===== src/hdl/mpm_ram.sv =====
// ----------------------------------------------------------------------------
// mpm_ram
// Generic simple dual-port RAM: one write port, one read port, registered read.
// ----------------------------------------------------------------------------
module mpm_ram #(
	parameter int WIDTH = 8,
	parameter int DEPTH = 256
) (
	input  logic                     clk,
	input  logic                     we,
	input  logic [$clog2(DEPTH)-1:0] waddr,
	input  logic [WIDTH-1:0]         wdata,
	input  logic [$clog2(DEPTH)-1:0] raddr,
	output logic [WIDTH-1:0]         rdata
);

	logic [WIDTH-1:0] mem_q [DEPTH];
	logic [WIDTH-1:0] rdata_q;

	always_ff @(posedge clk) begin
		if (we) begin
			mem_q[waddr] <= wdata;
		end
		rdata_q <= mem_q[raddr];
	end

	assign rdata = rdata_q;

endmodule


===== config.mk =====
export PLATFORM = sky130hd
export DESIGN_NAME = mpm_ram
export DESIGN_NICKNAME = d
export VERILOG_FILES = /design/src/hdl/mpm_ram.sv
export SDC_FILE = /design/constraint.sdc
export NUM_CORES = 2
export LEC_CHECK = 0
export BUFFER_PORTS_ARGS = -buffer_cell sky130_fd_sc_hd__buf_2
export CAP_MARGIN = 25
export CELL_PAD_IN_SITES_DETAIL_PLACEMENT = 0
export CELL_PAD_IN_SITES_GLOBAL_PLACEMENT = 1
export CORE_ASPECT_RATIO = 1.4
export CORE_MARGIN = 10
export CORE_UTILIZATION = 30
export DETAILED_ROUTE_END_ITERATION = 8
export PLACE_DENSITY = 0.58
export SYNTH_ARGS = -nofsm -noshare
export SYNTH_HDL_FRONTEND = slang
export SYNTH_SLANG_ARGS = --single-unit
export TNS_END_PERCENT = 10

===== constraint.sdc =====
create_clock -name clk -period 2.23 [get_ports clk]
set_input_delay 0.223 -clock clk [delete_from_list [all_inputs] [get_ports clk]]
set_output_delay 0.223 -clock clk [all_outputs]
set_load 0.1 [all_outputs]

; Yosys cells after proc, flatten, opt, wreduce, memory -nomap -nowiden
; Memory sizes are Yosys's and may differ from the RTL's. A register that Yosys moved wholly into a read port is not among the register bits.
; Index checks and enable logic that the tools add are counted.
[totals]
elab_cells = 3
output_inout_bits = 8
in_bits = 26
regBits = 0
mem_bits_rw = 2048
n_memories = 1
[classes]
muxes = 2
[mem_list]
columns = name, depth, width, rd, rd_clocked_by_memory_dff, write_ports, line
row1 = mem_q, 256, 8, 1, 1, 1, 17  ; logic [WIDTH-1:0] mem_q [DEPTH];
[op_table]
columns = operator, count
row1 = $mux W1, 2

; Depth between registers and ports, before layout
[logic_depth]
depth_word = 2
depth_mapped = 11
depth_no_buf = 6

; Least setup slack after synthesis
; No wires, ideal clock.
[synth_timing]
kind = input-to-reg
startpoint = in raddr[0]
endpoint = reg rdata_q[2] (netlist: rdata[2]) (read register of mem_q)
path_slack_ns = 0.069
path_buffers = 4
setup_time_ns = 0.131
t_arrival_ns = 2.030
t_required_ns = 2.099
stages = 9
path_cell_list = buf_6 -> buf_12 -> buf_8 -> buf_2 -> mux4_2 -> a22oi_1 -> a21oi_1 -> nor4_1 -> nor4_2
[synth_rtl]
columns = item, line
row1 = start: declaration, 13  ; input logic [$clog2(DEPTH)-1:0] raddr,
row2 = end: declaration, 18  ; logic [WIDTH-1:0] rdata_q;

==> metrics.txt <==
status=finished, violations left; failing checks=setup timing; DP Area=0.0898 mm2; prevailing post-synth register cell=edfxtp_1; ys async rst share=0%; post-layout instance area=0.0963 mm2; gr usage total=15.2%; DR pass1 iterations=5; count of cell types in the netlist=55; Slew Limit Fails=0; Final WS setup=-0.0305 ns; Worst EP required=2.94 ns; Buffers on Ports=33; DRT iter0 DRCs=3,428; clock sink total=2,056; RSZ-0062 raised after global routing=true; max-cap violations=0; measured slew at the worst slew-check pin=0.933 ns; Leakage=~31 nW; yosys warns=0; routed len/inst=roughly 27 um; Detail Placement HPWL=151,000 um; # setup viols final=2; CTS tree=built; Root Buffer=clkbuf_16; final-report hold violation count=0; register bit total from synthesis=between 2k and 2.5k; Mapped Nets=3,759; Cell Area, Synth=0.0796 mm2; H-Tree Depth=4; CTS Buffer Depth=4; Layout Area Growth over Synthesis=21.0%; Num CTS Buffers=between 150 and 200; die area=0.286 mm2; Tmin final=2.26 ns; Worst setup SP type=flop; nets=4,533; critical path arrival=a little under 3 ns; maximum number of pins on one net before global-route repair=97; Core Footprint=0.264 mm2; vias in the first global route=approximately 43k; Slew headroom=37.6%; most frequent cells after synthesis=2,048 x edfxtp_1, 454 x mux4_2, 282 x nor2_1; Synth area leaders=edfxtp_1 77%, mux4_2 13%, mux2i_1 1.7%; drt drc=0; DP Cell Count=7,798; Die Y=roughly 630 um; post-CTS setup repair buffer count=0; Clock Latency Late Sink=about 0.86 ns; antenna-violating nets left=0; Final Skew=0.0438 ns; top-count cell post-synth=edfxtp_1; GRT met2 Usage=28.6%; GR Overflow Total=0; Crit Path Category=flop to flop; Post-Syn Instances=3,733; I/O pin count=34; met1 usage=18.2%; Pwr Total=80.3 mW; met3 Usage GRT=1.55%; fmax=approximately 440 MHz; via count=around 40k; Critical Path End Type=flop; antenna violations before repair=9; # rows=223; Worst-path clk slew=0.07 ns; Worst IR Drop VDD=0.594 mV; Synth top area share=77.3%; die width=455 um; gp weighted congestion=0.826; fraction of layout instances using a drive strength above 1=34.3%; gr busiest metal=met2; first-pass GRT wire length=318,000 um; DR vias/cell=4.97; average instance area after synthesis=roughly 21 um2; R2R setup slack=-0.03 ns; initial cell density of the core=a little over 30%; Setup TNS=-0.0506 ns; crit share post-route=101%; fin cells=~8.1k; drt total wl=between 200,000 and 250,000 um; hold crit path type=input port to flop; Post-synth EDFFs=2,048; post-synth top area cell=edfxtp_1; Max FO, Critical Path=1; register area share after synthesis=77.5%; pwr dens=834 mW/mm2
layout by cell type, fill, tap and decap left out, types with 36 or more instances in the layout:
cell type,n
a22oi_1,132
nor2_1,274
a21oi_1,96
o221ai_1,45
clkinv_1,36
buf_12,91
mux4_2,454
edfxtp_1,2048
mux2i_1,134
clkbuf_16,195
buf_4,683
state kept, by name, summed over array words and instances (netlist names):
name	flops
mem_q	2048
rdata	8
report_power, final:
group	leakage, nW	total [mW]	switching [mW]	internal, mW
clock	2.98	32.6	14.2	18.4
combinational	9.40	5.02	3.07	1.94
sequential	18.5	42.7	0.0904	42.6
final timing paths:
kind            startpoint       endpoint  cells after the start
min reg2reg   mem_q[32][5]       rdata[5]                      7
min               waddr[2]  mem_q[158][7]                      4
max reg2reg  mem_q[101][1]       rdata[1]                      8
max          mem_q[101][1]       rdata[1]                      8
metal layers:
metal,vias to the layer above,share of wire (%)
met2,1031,55
met4,2,3.1
li1,17241,-
met1,21894,38
met3,299,4.0
met5,-,0.0049
what timing repair did:
item                                    in CTS  in global routing
hold buffers                                10                  0
pin swaps                                   10                  9
endpoints found under the setup margin       9                  8
resized for setup                           50                 15
endpoints found under the hold margin      421                  0
cell families (layout without fill, tap and decap cells):
| group | Yosys count | after routing | synth area share, % |
|---|---|---|---|
| AO/OA/AOI/OAI | 385 | 385 | 3.42 |
| buffers and inverters | 235 | 1156 | 1.83 |
| flip-flops | 2056 | 2056 | 77.5 |
| multiplexers | 591 | 591 | 14.6 |
| other | 0 | 3 | 0 |
| AND/OR/NAND/NOR | 466 | 466 | 2.63 |
critical path, stage by stage (launching register included):
cell	delay (ns)
edfxtp_1	0.36
mux4_2	0.47
nor2b_1	0.15
a211oi_2	0.17
buf_4	0.18
nor3_1	0.08
nor4_4	0.44
buf_4	0.21
nor4_1	0.05
metrics by stage:
step                      utilization [%]  hold WS, ns  setup slack (ns)
after floorplan                         -        0.322            0.0691
after global placement               34.1        0.624             -1.50
after detailed placement             34.1        0.627             -1.30
after CTS                            36.5        0.115           -0.0881
after global routing                 36.5        0.176           -0.0603
final                                36.5        0.155           -0.0305
area by class of cell:
| cell class | instances | area (um2) |
|---|---|---|
| flip-flops and latches | 2056 | 61700 |
| clock buffers | 233 | 5050 |
| clock inverters | 105 | 1030 |
| multi-input cells | 1442 | 16900 |
| well taps | 3487 | 4360 |
| fillers | 24200 | 167000 |
| inverters | 2 | 7.51 |
| diodes | 3 | 7.51 |
| repair buffers | 816 | 7320 |
Note: power is estimated with default switching activity, not from simulation.
